File: src/design/inertial_state_predict_step_assert.svh
// assertion macros used by the predict step sequencer
// each expects clk and rst_n in the scope where it is used
`ifndef INERTIAL_STATE_PREDICT_STEP_ASSERT_SVH
`define INERTIAL_STATE_PREDICT_STEP_ASSERT_SVH

// same-cycle implication
`define ISPS_AST_IMP(lbl, ante, cons, msg) \
  lbl: assert property (@(posedge clk) disable iff (!rst_n) (ante) |-> (cons)) else $error(msg);

// next-cycle implication
`define ISPS_AST_NXT(lbl, ante, cons, msg) \
  lbl: assert property (@(posedge clk) disable iff (!rst_n) (ante) |=> (cons)) else $error(msg);

`endif

File: src/design/isps_pkg.sv
`timescale 1ns / 1ps
// ----------------------------------------------------------------------------
// isps_pkg
// types, constants and the step program of the state predict block
// ----------------------------------------------------------------------------
package isps_pkg;

  localparam int EW      = 48;   // element width
  localparam int FB      = 24;   // fraction bits
  localparam int NREG    = 32;   // register file depth
  localparam int AW      = 5;
  localparam int PC_W    = 6;
  localparam int CNT_W   = 7;
  localparam int BND_W   = 27;

  localparam logic [PC_W-1:0]  PC_LAST  = 6'd62;
  localparam logic [CNT_W-1:0] MUL_END  = 7'd4;
  localparam logic [CNT_W-1:0] SQRT_END = 7'd36;
  localparam logic [CNT_W-1:0] DIV_END  = 7'd72;

  // dt = floor((ms * 2^21 + 62) / 125), by reciprocal multiply and shift
  localparam logic [EW-1:0] DT_RECIP = 48'h0041_8937_4BC7;
  localparam logic [EW-1:0] DT_BIAS  = 48'd62;
  localparam int            DT_SHIFT = 45;

  localparam logic [BND_W-1:0] NORM_LOW_RST  = 27'd16609444;
  localparam logic [BND_W-1:0] NORM_HIGH_RST = 27'd16944988;

  // input function codes
  localparam logic FUNC_WRITE = 1'b0;
  localparam logic FUNC_PRED  = 1'b1;

  // register indexes on the config port
  localparam logic REG_NORM_LOW  = 1'b0;
  localparam logic REG_NORM_HIGH = 1'b1;

  // step operation codes
  localparam logic [2:0] OP_DT   = 3'd0;
  localparam logic [2:0] OP_FACT = 3'd1;
  localparam logic [2:0] OP_MUL  = 3'd2;
  localparam logic [2:0] OP_ADD  = 3'd3;
  localparam logic [2:0] OP_SUB  = 3'd4;
  localparam logic [2:0] OP_SQRT = 3'd5;
  localparam logic [2:0] OP_NRM  = 3'd6;

  // state elements
  localparam logic [AW-1:0] E_WX = 5'd0;
  localparam logic [AW-1:0] E_WY = 5'd1;
  localparam logic [AW-1:0] E_WZ = 5'd2;
  localparam logic [AW-1:0] E_AX = 5'd3;
  localparam logic [AW-1:0] E_AY = 5'd4;
  localparam logic [AW-1:0] E_AZ = 5'd5;
  localparam logic [AW-1:0] E_VX = 5'd6;
  localparam logic [AW-1:0] E_VY = 5'd7;
  localparam logic [AW-1:0] E_VZ = 5'd8;
  localparam logic [AW-1:0] E_PX = 5'd9;
  localparam logic [AW-1:0] E_PY = 5'd10;
  localparam logic [AW-1:0] E_PZ = 5'd11;
  localparam logic [AW-1:0] E_Q1 = 5'd12;
  localparam logic [AW-1:0] E_Q2 = 5'd13;
  localparam logic [AW-1:0] E_Q3 = 5'd14;
  localparam logic [AW-1:0] E_Q4 = 5'd15;

  // scratch registers
  localparam logic [AW-1:0] R_DT   = 5'd16;
  localparam logic [AW-1:0] R_FACT = 5'd17;
  localparam logic [AW-1:0] R_T0   = 5'd18;
  localparam logic [AW-1:0] R_T1   = 5'd19;
  localparam logic [AW-1:0] R_T2   = 5'd20;
  localparam logic [AW-1:0] R_T3   = 5'd21;
  localparam logic [AW-1:0] R_N1   = 5'd22;
  localparam logic [AW-1:0] R_N2   = 5'd23;
  localparam logic [AW-1:0] R_N3   = 5'd24;
  localparam logic [AW-1:0] R_N4   = 5'd25;
  localparam logic [AW-1:0] R_E    = 5'd26;

  // flag targets beyond the element flags
  localparam logic [AW-1:0] FL_E    = 5'd16;
  localparam logic [AW-1:0] FL_NONE = 5'd17;

  localparam logic [72:0] MAG_NEG = 73'(1) << (EW - 1);
  localparam logic [72:0] MAG_POS = MAG_NEG - 73'(1);

  typedef struct packed {
    logic [2:0]    op;
    logic [AW-1:0] a;
    logic [AW-1:0] b;
    logic [AW-1:0] d;
    logic [AW-1:0] fl;
  } uop_t;

  typedef struct packed {
    logic          wr_item;
    logic          pred;
    logic          rd_en;
    logic [AW-1:0] rd_a;
    logic [AW-1:0] rd_b;
    logic          start;
    uop_t          uop;
    logic          out_load;
    logic [3:0]    oidx;
  } cmd_t;

  typedef struct packed {
    logic done;
    logic busy;
  } sts_t;

  typedef struct packed {
    logic [EW-1:0] val;
    logic          ovf;
  } sat_t;

  function automatic uop_t uop(logic [2:0] op, logic [AW-1:0] a, logic [AW-1:0] b,
                               logic [AW-1:0] d, logic [AW-1:0] fl);
    uop_t r;
    r.op = op; r.a = a; r.b = b; r.d = d; r.fl = fl;
    return r;
  endfunction

  // magnitude and sign to a clamped element
  function automatic sat_t sat_mag(logic [72:0] m, logic neg);
    sat_t r;
    r.ovf = 1'b0;
    if (neg) begin
      if (m > MAG_NEG) begin
        r.val = {1'b1, {(EW-1){1'b0}}};
        r.ovf = 1'b1;
      end else begin
        r.val = EW'(~m[EW-1:0] + EW'(1));
      end
    end else begin
      if (m > MAG_POS) begin
        r.val = {1'b0, {(EW-1){1'b1}}};
        r.ovf = 1'b1;
      end else begin
        r.val = m[EW-1:0];
      end
    end
    return r;
  endfunction

  // saturating add or subtract
  function automatic sat_t sat_add(logic [EW-1:0] a, logic [EW-1:0] b, logic sub);
    sat_t r;
    logic [EW:0] s;
    s = sub ? ({a[EW-1], a} - {b[EW-1], b}) : ({a[EW-1], a} + {b[EW-1], b});
    r.ovf = s[EW] ^ s[EW-1];
    if (r.ovf) r.val = s[EW] ? {1'b1, {(EW-1){1'b0}}} : {1'b0, {(EW-1){1'b1}}};
    else r.val = s[EW-1:0];
    return r;
  endfunction

  function automatic logic [EW-1:0] mag(logic [EW-1:0] a);
    return a[EW-1] ? EW'(~a + EW'(1)) : a;
  endfunction

  // step program
  function automatic uop_t prog_rom(logic [PC_W-1:0] pc);
    uop_t r;
    case (pc)
      6'd0:  r = uop(OP_DT,   R_DT,   R_DT,  R_DT,   FL_NONE);
      6'd1:  r = uop(OP_FACT, R_DT,   R_DT,  R_FACT, FL_NONE);
      // x axis
      6'd2:  r = uop(OP_MUL,  R_DT,   E_AX,  R_T0,   E_VX);
      6'd3:  r = uop(OP_MUL,  R_DT,   E_AX,  R_T1,   E_PX);
      6'd4:  r = uop(OP_MUL,  R_FACT, R_T1,  R_T2,   E_PX);
      6'd5:  r = uop(OP_MUL,  R_DT,   E_VX,  R_T3,   E_PX);
      6'd6:  r = uop(OP_ADD,  R_T2,   R_T3,  R_T2,   E_PX);
      6'd7:  r = uop(OP_ADD,  R_T2,   E_PX,  E_PX,   E_PX);
      6'd8:  r = uop(OP_ADD,  E_VX,   R_T0,  E_VX,   E_VX);
      // y axis
      6'd9:  r = uop(OP_MUL,  R_DT,   E_AY,  R_T0,   E_VY);
      6'd10: r = uop(OP_MUL,  R_DT,   E_AY,  R_T1,   E_PY);
      6'd11: r = uop(OP_MUL,  R_FACT, R_T1,  R_T2,   E_PY);
      6'd12: r = uop(OP_MUL,  R_DT,   E_VY,  R_T3,   E_PY);
      6'd13: r = uop(OP_ADD,  R_T2,   R_T3,  R_T2,   E_PY);
      6'd14: r = uop(OP_ADD,  R_T2,   E_PY,  E_PY,   E_PY);
      6'd15: r = uop(OP_ADD,  E_VY,   R_T0,  E_VY,   E_VY);
      // z axis
      6'd16: r = uop(OP_MUL,  R_DT,   E_AZ,  R_T0,   E_VZ);
      6'd17: r = uop(OP_MUL,  R_DT,   E_AZ,  R_T1,   E_PZ);
      6'd18: r = uop(OP_MUL,  R_FACT, R_T1,  R_T2,   E_PZ);
      6'd19: r = uop(OP_MUL,  R_DT,   E_VZ,  R_T3,   E_PZ);
      6'd20: r = uop(OP_ADD,  R_T2,   R_T3,  R_T2,   E_PZ);
      6'd21: r = uop(OP_ADD,  R_T2,   E_PZ,  E_PZ,   E_PZ);
      6'd22: r = uop(OP_ADD,  E_VZ,   R_T0,  E_VZ,   E_VZ);
      // scalar part
      6'd23: r = uop(OP_MUL,  E_WX,   E_Q2,  R_T0,   E_Q1);
      6'd24: r = uop(OP_MUL,  E_WY,   E_Q3,  R_T1,   E_Q1);
      6'd25: r = uop(OP_ADD,  R_T0,   R_T1,  R_T0,   E_Q1);
      6'd26: r = uop(OP_MUL,  E_WZ,   E_Q4,  R_T1,   E_Q1);
      6'd27: r = uop(OP_ADD,  R_T0,   R_T1,  R_T0,   E_Q1);
      6'd28: r = uop(OP_MUL,  R_FACT, R_T0,  R_T0,   E_Q1);
      6'd29: r = uop(OP_SUB,  E_Q1,   R_T0,  R_N1,   E_Q1);
      // first vector part
      6'd30: r = uop(OP_MUL,  E_WX,   E_Q1,  R_T0,   E_Q2);
      6'd31: r = uop(OP_MUL,  E_WZ,   E_Q3,  R_T1,   E_Q2);
      6'd32: r = uop(OP_ADD,  R_T0,   R_T1,  R_T0,   E_Q2);
      6'd33: r = uop(OP_MUL,  E_WY,   E_Q4,  R_T1,   E_Q2);
      6'd34: r = uop(OP_SUB,  R_T0,   R_T1,  R_T0,   E_Q2);
      6'd35: r = uop(OP_MUL,  R_FACT, R_T0,  R_T0,   E_Q2);
      6'd36: r = uop(OP_ADD,  E_Q2,   R_T0,  R_N2,   E_Q2);
      // second vector part
      6'd37: r = uop(OP_MUL,  E_WY,   E_Q1,  R_T0,   E_Q3);
      6'd38: r = uop(OP_MUL,  E_WZ,   E_Q2,  R_T1,   E_Q3);
      6'd39: r = uop(OP_SUB,  R_T0,   R_T1,  R_T0,   E_Q3);
      6'd40: r = uop(OP_MUL,  E_WX,   E_Q4,  R_T1,   E_Q3);
      6'd41: r = uop(OP_ADD,  R_T0,   R_T1,  R_T0,   E_Q3);
      6'd42: r = uop(OP_MUL,  R_FACT, R_T0,  R_T0,   E_Q3);
      6'd43: r = uop(OP_ADD,  E_Q3,   R_T0,  R_N3,   E_Q3);
      // third vector part
      6'd44: r = uop(OP_MUL,  E_WZ,   E_Q1,  R_T0,   E_Q4);
      6'd45: r = uop(OP_MUL,  E_WY,   E_Q2,  R_T1,   E_Q4);
      6'd46: r = uop(OP_ADD,  R_T0,   R_T1,  R_T0,   E_Q4);
      6'd47: r = uop(OP_MUL,  E_WX,   E_Q3,  R_T1,   E_Q4);
      6'd48: r = uop(OP_SUB,  R_T0,   R_T1,  R_T0,   E_Q4);
      6'd49: r = uop(OP_MUL,  R_FACT, R_T0,  R_T0,   E_Q4);
      6'd50: r = uop(OP_ADD,  E_Q4,   R_T0,  R_N4,   E_Q4);
      // squared norm
      6'd51: r = uop(OP_MUL,  R_N1,   R_N1,  R_E,    FL_E);
      6'd52: r = uop(OP_MUL,  R_N2,   R_N2,  R_T0,   FL_E);
      6'd53: r = uop(OP_ADD,  R_E,    R_T0,  R_E,    FL_E);
      6'd54: r = uop(OP_MUL,  R_N3,   R_N3,  R_T0,   FL_E);
      6'd55: r = uop(OP_ADD,  R_E,    R_T0,  R_E,    FL_E);
      6'd56: r = uop(OP_MUL,  R_N4,   R_N4,  R_T0,   FL_E);
      6'd57: r = uop(OP_ADD,  R_E,    R_T0,  R_E,    FL_E);
      // band check, root and normalize
      6'd58: r = uop(OP_SQRT, R_E,    R_E,   R_E,    FL_NONE);
      6'd59: r = uop(OP_NRM,  R_N1,   R_N1,  E_Q1,   E_Q1);
      6'd60: r = uop(OP_NRM,  R_N2,   R_N2,  E_Q2,   E_Q2);
      6'd61: r = uop(OP_NRM,  R_N3,   R_N3,  E_Q3,   E_Q3);
      6'd62: r = uop(OP_NRM,  R_N4,   R_N4,  E_Q4,   E_Q4);
      default: r = '0;
    endcase
    return r;
  endfunction

endpackage

File: src/design/isps_ctrl.sv
`timescale 1ns / 1ps
// ----------------------------------------------------------------------------
// isps_ctrl
// sequencer: accepts requests, steps the program, sends the result run
// ----------------------------------------------------------------------------
`include "inertial_state_predict_step_assert.svh"

module isps_ctrl (
  input  logic                clk,
  input  logic                rst_n,
  input  logic                in_tvalid,
  output logic                in_tready,
  input  logic                in_func,
  output logic                out_tvalid,
  input  logic                out_tready,
  output isps_pkg::cmd_t      cmd_o,
  input  isps_pkg::sts_t      sts_i
);

  localparam logic [2:0] S_IDLE = 3'd0;
  localparam logic [2:0] S_RD   = 3'd1;
  localparam logic [2:0] S_GO   = 3'd2;
  localparam logic [2:0] S_WT   = 3'd3;
  localparam logic [2:0] S_ORD  = 3'd4;
  localparam logic [2:0] S_OLD  = 3'd5;
  localparam logic [2:0] S_OWT  = 3'd6;

  logic [2:0]                    state_r, state_nxt;
  logic [isps_pkg::PC_W-1:0]     pc_r, pc_nxt;
  logic [3:0]                    oidx_r, oidx_nxt;
  isps_pkg::uop_t                uop_cur;

  assign uop_cur = isps_pkg::prog_rom(pc_r);

  // next state and commands
  always_comb begin
    state_nxt      = state_r;
    pc_nxt         = pc_r;
    oidx_nxt       = oidx_r;
    in_tready      = 1'b0;
    out_tvalid     = 1'b0;
    cmd_o          = '0;
    cmd_o.uop      = uop_cur;
    cmd_o.rd_a     = uop_cur.a;
    cmd_o.rd_b     = uop_cur.b;
    cmd_o.oidx     = oidx_r;
    unique case (state_r)
      S_IDLE: begin
        in_tready = 1'b1;
        if (in_tvalid) begin
          if (in_func == isps_pkg::FUNC_PRED) begin
            cmd_o.pred = 1'b1;
            pc_nxt     = '0;
            state_nxt  = S_RD;
          end else begin
            cmd_o.wr_item = 1'b1;
          end
        end
      end
      S_RD: begin
        cmd_o.rd_en = 1'b1;
        state_nxt   = S_GO;
      end
      S_GO: begin
        cmd_o.start = 1'b1;
        state_nxt   = S_WT;
      end
      S_WT: begin
        if (sts_i.done) begin
          if (pc_r == isps_pkg::PC_LAST) begin
            oidx_nxt  = '0;
            state_nxt = S_ORD;
          end else begin
            pc_nxt    = pc_r + 1'b1;
            state_nxt = S_RD;
          end
        end
      end
      S_ORD: begin
        cmd_o.rd_en = 1'b1;
        cmd_o.rd_a  = {1'b0, oidx_r};
        state_nxt   = S_OLD;
      end
      S_OLD: begin
        cmd_o.out_load = 1'b1;
        state_nxt      = S_OWT;
      end
      S_OWT: begin
        out_tvalid = 1'b1;
        if (out_tready) begin
          if (oidx_r == 4'd15) begin
            state_nxt = S_IDLE;
          end else begin
            oidx_nxt  = oidx_r + 1'b1;
            state_nxt = S_ORD;
          end
        end
      end
      default: state_nxt = S_IDLE;
    endcase
  end

  // state registers
  always_ff @(posedge clk) begin
    if (!rst_n) begin
      state_r <= S_IDLE;
      pc_r    <= '0;
      oidx_r  <= '0;
    end else begin
      state_r <= state_nxt;
      pc_r    <= pc_nxt;
      oidx_r  <= oidx_nxt;
    end
  end

  // checks
  `ISPS_AST_IMP(a_done_in_wait, sts_i.done, state_r == S_WT, "unit done outside wait state")
  `ISPS_AST_NXT(a_pred_starts, state_r == S_IDLE && in_tvalid && in_func == isps_pkg::FUNC_PRED, state_r == S_RD && pc_r == '0, "predict request did not start program")
  `ISPS_AST_NXT(a_out_hold, state_r == S_OWT && !out_tready, state_r == S_OWT && $stable(oidx_r), "result index moved while stalled")
  `ISPS_AST_IMP(a_busy_wait, sts_i.busy, state_r == S_WT, "unit busy outside wait state")

endmodule

File: config.mk
export PLATFORM = sky130hd
export DESIGN_NAME = isps_ctrl
export DESIGN_NICKNAME = d
export VERILOG_FILES = /design/src/design/isps_pkg.sv /design/src/design/isps_ctrl.sv
export VERILOG_INCLUDE_DIRS = /design/src /design/src/design
export SDC_FILE = /design/constraint.sdc
export NUM_CORES = 1
export LEC_CHECK = 0
export BUFFER_PORTS_ARGS = -buffer_cell sky130_fd_sc_hd__buf_2
export CAP_MARGIN = 20
export CELL_PAD_IN_SITES_DETAIL_PLACEMENT = 2
export CELL_PAD_IN_SITES_GLOBAL_PLACEMENT = 2
export CORE_MARGIN = 5
export CORE_UTILIZATION = 30
export CTS_CLUSTER_SIZE = 25
export DETAILED_ROUTE_END_ITERATION = 16
export PLACE_DENSITY_LB_ADDON = 0.1
export SYNTH_ARGS = -nofsm -noshare
export SYNTH_HDL_FRONTEND = slang
export SYNTH_SLANG_ARGS = --single-unit
File: constraint.sdc
create_clock -name clk -period 3.9 [get_ports clk]
set_clock_uncertainty 0.05 [all_clocks]
set_input_delay 0.78 -clock clk [delete_from_list [all_inputs] [get_ports clk]]
set_output_delay 0.78 -clock clk [all_outputs]
set_load 0.01 [all_outputs]
# == After elaboration in Yosys (flattened, before gate mapping) ==
# Memories as Yosys holds them, arrays and structs flattened. A register that Yosys moved wholly into a read port is not among the register bits.
# Cells that the tools add are included.
# op_classes
addsub,2
n_eq_ne,15
muxes,29
reduce_logical,7
# ops
op,n
two-way mux 6 bit,6
one-hot mux 3 bit (7 select lines),1
two-way mux 3 bit,6
two-way mux 4 bit,4
!= test 2 bit (second input constant),7
one-hot mux 6 bit (2 select lines),1
AND reduction 5 bit,2
equality test 3 bit (second input constant),3
one-hot mux 4 bit (2 select lines),1
two-way mux 1 bit,7
adder 6 x 1 -> 6 bit (second input constant),1
equality test 3 x 2 -> 1 bit (second input constant),2
equality test 6 bit (second input constant),1
two-way mux 5 bit,1
adder 4 x 1 -> 4 bit (second input constant),1
equality test 4 bit (second input constant),1
two-way mux 2 bit,2
AND reduction 4 bit,1
nonzero test 2 bit,2
equality test 3 x 1 -> 1 bit (second input constant),1
logical NOT 3 bit,1
OR reduction 2 bit,1
# word_totals
reg_bits,13
mem_bits_ro,1472
inputBits,7
output_inout_bits,44
memories,1
# memory_table
memory,depth,word_bits,read_ports,rd_ports_with_merged_regs,wr,line_no,rtl
(no name shown),64,23,1,1,0,isps_pkg.sv:161,case (pc)

# == Longest topological paths before layout ==
# depth
word_depth,6
ltp_mapped,17
depth_no_buf,14

# == Least setup slack after synthesis ==
# Ideal clock, no wire load.
# synth_timing
kind,reg2reg
start,reg pc_r[0] (netlist name)
end,reg uop_cur[15] (netlist name)
arrival_time_ps,3461
t_required_ps,3723
setup_slack_ps,262
stages_incl_launch_ff,17
period_less_slack_ps,3638
cell_sequence,dfxtp_1 -> clkbuf_1 -> inv_1 -> ha_1 -> and2_1 -> a311o_1 -> buf_6 -> nor2_2 -> a21oi_1 -> buf_2 -> nand2_1 -> inv_1 -> ha_1 -> clkbuf_1 -> a222oi_1 -> nor2_1 -> or3_1
# synth_via
elab_chain_len,6
# synth_rtl
item,line_no,rtl
from (decl),isps_ctrl.sv:29,"logic [isps_pkg::PC_W-1:0] pc_r, pc_nxt;"
from (signal assigned),isps_ctrl.sv:111,pc_r <= pc_nxt;
adder 6 x 1 -> 6 bit,isps_ctrl.sv:74,pc_nxt = pc_r + 1'b1;
two-way mux 6 bit,isps_ctrl.sv:70,if (pc_r == isps_pkg::PC_LAST) begin
two-way mux 6 bit,isps_ctrl.sv:69,if (sts_i.done) begin
one-hot mux 6 bit (2 select lines),isps_ctrl.sv:47,unique case (state_r)
two-way mux 6 bit (no line) (*) (2 in a row),n/a,
# Mark *: on every way between the ends. The rest lies on a longest branch, timed or not. The select of a mux whose other input is x is not followed.
# A chain may end at the register's enable or synchronous reset.

# == Worst setup path in the final report ==
# layout_timing
start,reg pc_r[0] (netlist name)
end,reg uop_cur[15] (netlist name)
# layout_via
elab_chain_len,6
# layout_rtl
item,line_no
adder 6 x 1 -> 6 bit,isps_ctrl.sv:74
two-way mux 6 bit,isps_ctrl.sv:70
two-way mux 6 bit,isps_ctrl.sv:69
one-hot mux 6 bit (2 select lines),isps_ctrl.sv:47
two-way mux 6 bit (no line) (*) (2 in a row),n/a
# Marked as above.

==> flow_metrics.tcl <==
set metrics [dict create \
    status "finished, final reports clean" \
    grtUsageTotal_pct 24.2 \
    vias_per_cell 6.01 \
    numCtsBuffers 5 \
    die_w_um 117 \
    synth_edf_count 0 \
    setup_viol 0 \
    grt_pass1_wl_um 25000 \
    min-delay-start "oidx_r[0]" \
    post_cts_resize_count 0 \
    r2r_end "uop_cur[15]" \
    fin_cells 667 \
    critPathRequiredTime_ps 4000 \
    yosys.area.top_type_share_pct 20.9 \
    hold_path_end "oidx_r[0]" \
    dp.cells 659 \
    worst_setup_path_start_kind "register" \
    rsz0062_at_grt "no" \
    slew-limit-headroom_pct 40.1 \
    die_h_um 117 \
    postRouteAntennaNets 0 \
    post_cts_buffers 0 \
    wire_per_inst_um 24.1 \
    crit_fanout 9 \
    fp-row-count 39 \
    yosysUniqueCellTypes 79 \
    synth_top_area_cell "dfxtp_1" \
    diodes 0 \
    ys.flop_type "dfxtp_1" \
    core_mm2 0.0113 \
    drt_iter0_drc 330 \
    first_global_vias 4099 \
    slew_violations 0 \
    final_hold_viol_count 0 \
    grt_max_degree 31 \
    hold_slack_ps 630 \
    portBuffers 49 \
    cts.clk_slew.worst_paths_ps 60 \
    first_pass_iters 5 \
    period_share_pct 94.5 \
    r2r_start "pc_r[0]" \
    io_pins 51 \
    cellLeakagePower_uw 0.00173 \
    synth-seq-cells 36 \
    clockBufferDepth 2 \
    maxCapViolations 0 \
    gp_congestion 0.894 \
    drc 0 \
    ys_warn_count 0 \
    grt_overflow 0 \
    reg2reg_slack_ps 210 \
    drive_gt1_share_pct 24.2 \
    area_growth_pct 20.4 \
    max-vdd-ir-drop_uv 186 \
    p_total_uw 1560 \
    avgSynthCellArea_um2 7.33 \
    fin_ws_ps 215 \
    worst_pin_slew_ps 892 \
    numClockSinks 36 \
    via_count 4010 \
    fmax_mhz 271 \
    htreeDepth 2 \
    r2r_cells 12 \
    dieArea_mm2 0.0137 \
    synth_area_leaders "dfxtp_1, nand2_1, a21oi_1" \
    fin_setup_tns_ps 0 \
    fin_nets 543 \
    async_flop_share_pct 0 \
    cts_tree "yes" \
    cts_hold_buf 0 \
    min_path_cells 2 \
    pre_cts_slack_ps 131 \
    clk_latency_ps 300 \
    endpoint_kind "register" \
    post-dp-hpwl_um 12000 \
    ys_seq_area_share_pct 20.9 \
    power_density_mw_per_mm2 377 \
    root_buffer "clkbuf_16" \
    path_class "register to register" \
    synth_nets 490 \
    start_util_pct 30.4 \
    synthesis.area_mm2 0.00344 \
    wl_um 16100 \
    period_minus_slack_ps 3690 \
    syn-instance-count 470 \
    grt_antenna_before_repair 0 \
    cp_data_arrival_time_ps 3790 \
    hp-class "register to register" \
]
[state kept, by name, summed over array words and instances, names as in the netlist]
| name | flops |
|---|---|
| uop_cur | 23 |
| oidx_r | 4 |
| pc_r | 6 |
| state_r | 3 |
[metrics by stage]
stage          cell area, µm²  utilization, %
2_1_floorplan            3440               -
3_3_place_gp             3930            34.7
3_5_place_dp             3930            34.7
4_1_cts                  4150            36.6
5_1_grt                  4150            36.6
6_report                 4150            36.6
[final cells by class]
type	instances	area, µm²
Tap cell	143	179
Multi-Input combinational cell	372	2410
Sequential cell	36	721
Inverter	18	67.6
Clock inverter	3	90.1
Fill cell	1330	7170
Timing Repair Buffer	90	553
Clock buffer	5	125
[Yosys cell counts (all sizes together) (3+ instances only)]
cell type	n
a2111oi	3
a211o	5
a211oi	9
a21boi	3
a21o	3
a21oi	35
a221oi	5
a311o	4
a311oi	5
a31oi	9
a32oi	3
and2	17
and3	3
buf	29
clkbuf	15
dfxtp	36
ha	13
inv	18
mux2	4
mux2i	9
nand2	55
nand2b	3
nand3	12
nand4	6
nor2	44
nor3	14
nor4	5
o211ai	3
o21ai	35
o221ai	4
o22ai	10
o311ai	3
o31ai	3
or3	6
xnor2	8
[worst max path at each step]
stage              start           to  slack, ps  depth (start not counted)
2_1_floorplan    pc_r[0]  uop_cur[15]        260                         16
3_5_place_dp   in_tvalid  uop_cur[15]        130                         12
6_report         pc_r[0]  uop_cur[15]        210                         12
4_1_cts          pc_r[0]  uop_cur[15]        290                         12
5_1_grt          pc_r[0]  uop_cur[15]         40                         12
3_3_place_gp   in_tvalid  uop_cur[15]        250                         12
[routing by layer]
| layer | vias up | share of wire [%] | global-route usage (%) |
|---|---|---|---|
| met2 | 139 | 46 | 39.4 |
| met4 | 0 | 2.2 | 6.80 |
| li1 | 1845 | - | - |
| met1 | 2002 | 46 | 33.0 |
| met5 | - | 0 | 0 |
| met3 | 24 | 5.2 | 4.01 |
[critical path: stages (launching register included)]
cell	delay [ps]
dfxtp_1	330
inv_1	110
ha_1	220
and2_1	200
a311oi_2	430
nand2_1	220
a31oi_2	470
inv_1	120
ha_1	370
buf_4	240
a32oi_1	190
a21oi_1	160
or3_1	440
[logic make-up after synthesis]
logic type               Yosys count  synth area share, %
AO/OA/AOI/OAI                    161                 32.3
XOR/XNOR                          10                 2.98
adder cells (fa/ha/maj)           13                 4.72
buffers and inverters             62                 9.05
flip-flops                        36                 20.9
multiplexers                      13                 4.76
AND/OR/NAND/NOR                  175                 25.3
[power by group]
group / switching, µW / internal (µW) / total (µW)
Sequential: 17.3 / 397 / 414
Clock: 178 / 431 / 610
Combinational: 347 / 191 / 538
[placed cells by master (no fill, tap or decap), types with 12 or more instances in the layout]
master,n
buf_2,49
nor2_1,41
a21oi_1,35
nand2_1,54
ha_1,13
and2_1,15
dfxtp_1,36
o21ai_0,31
buf_4,41
nor3_1,13
inv_1,14
nand3_1,12
Note: power is estimated with default switching activity, not from simulation.
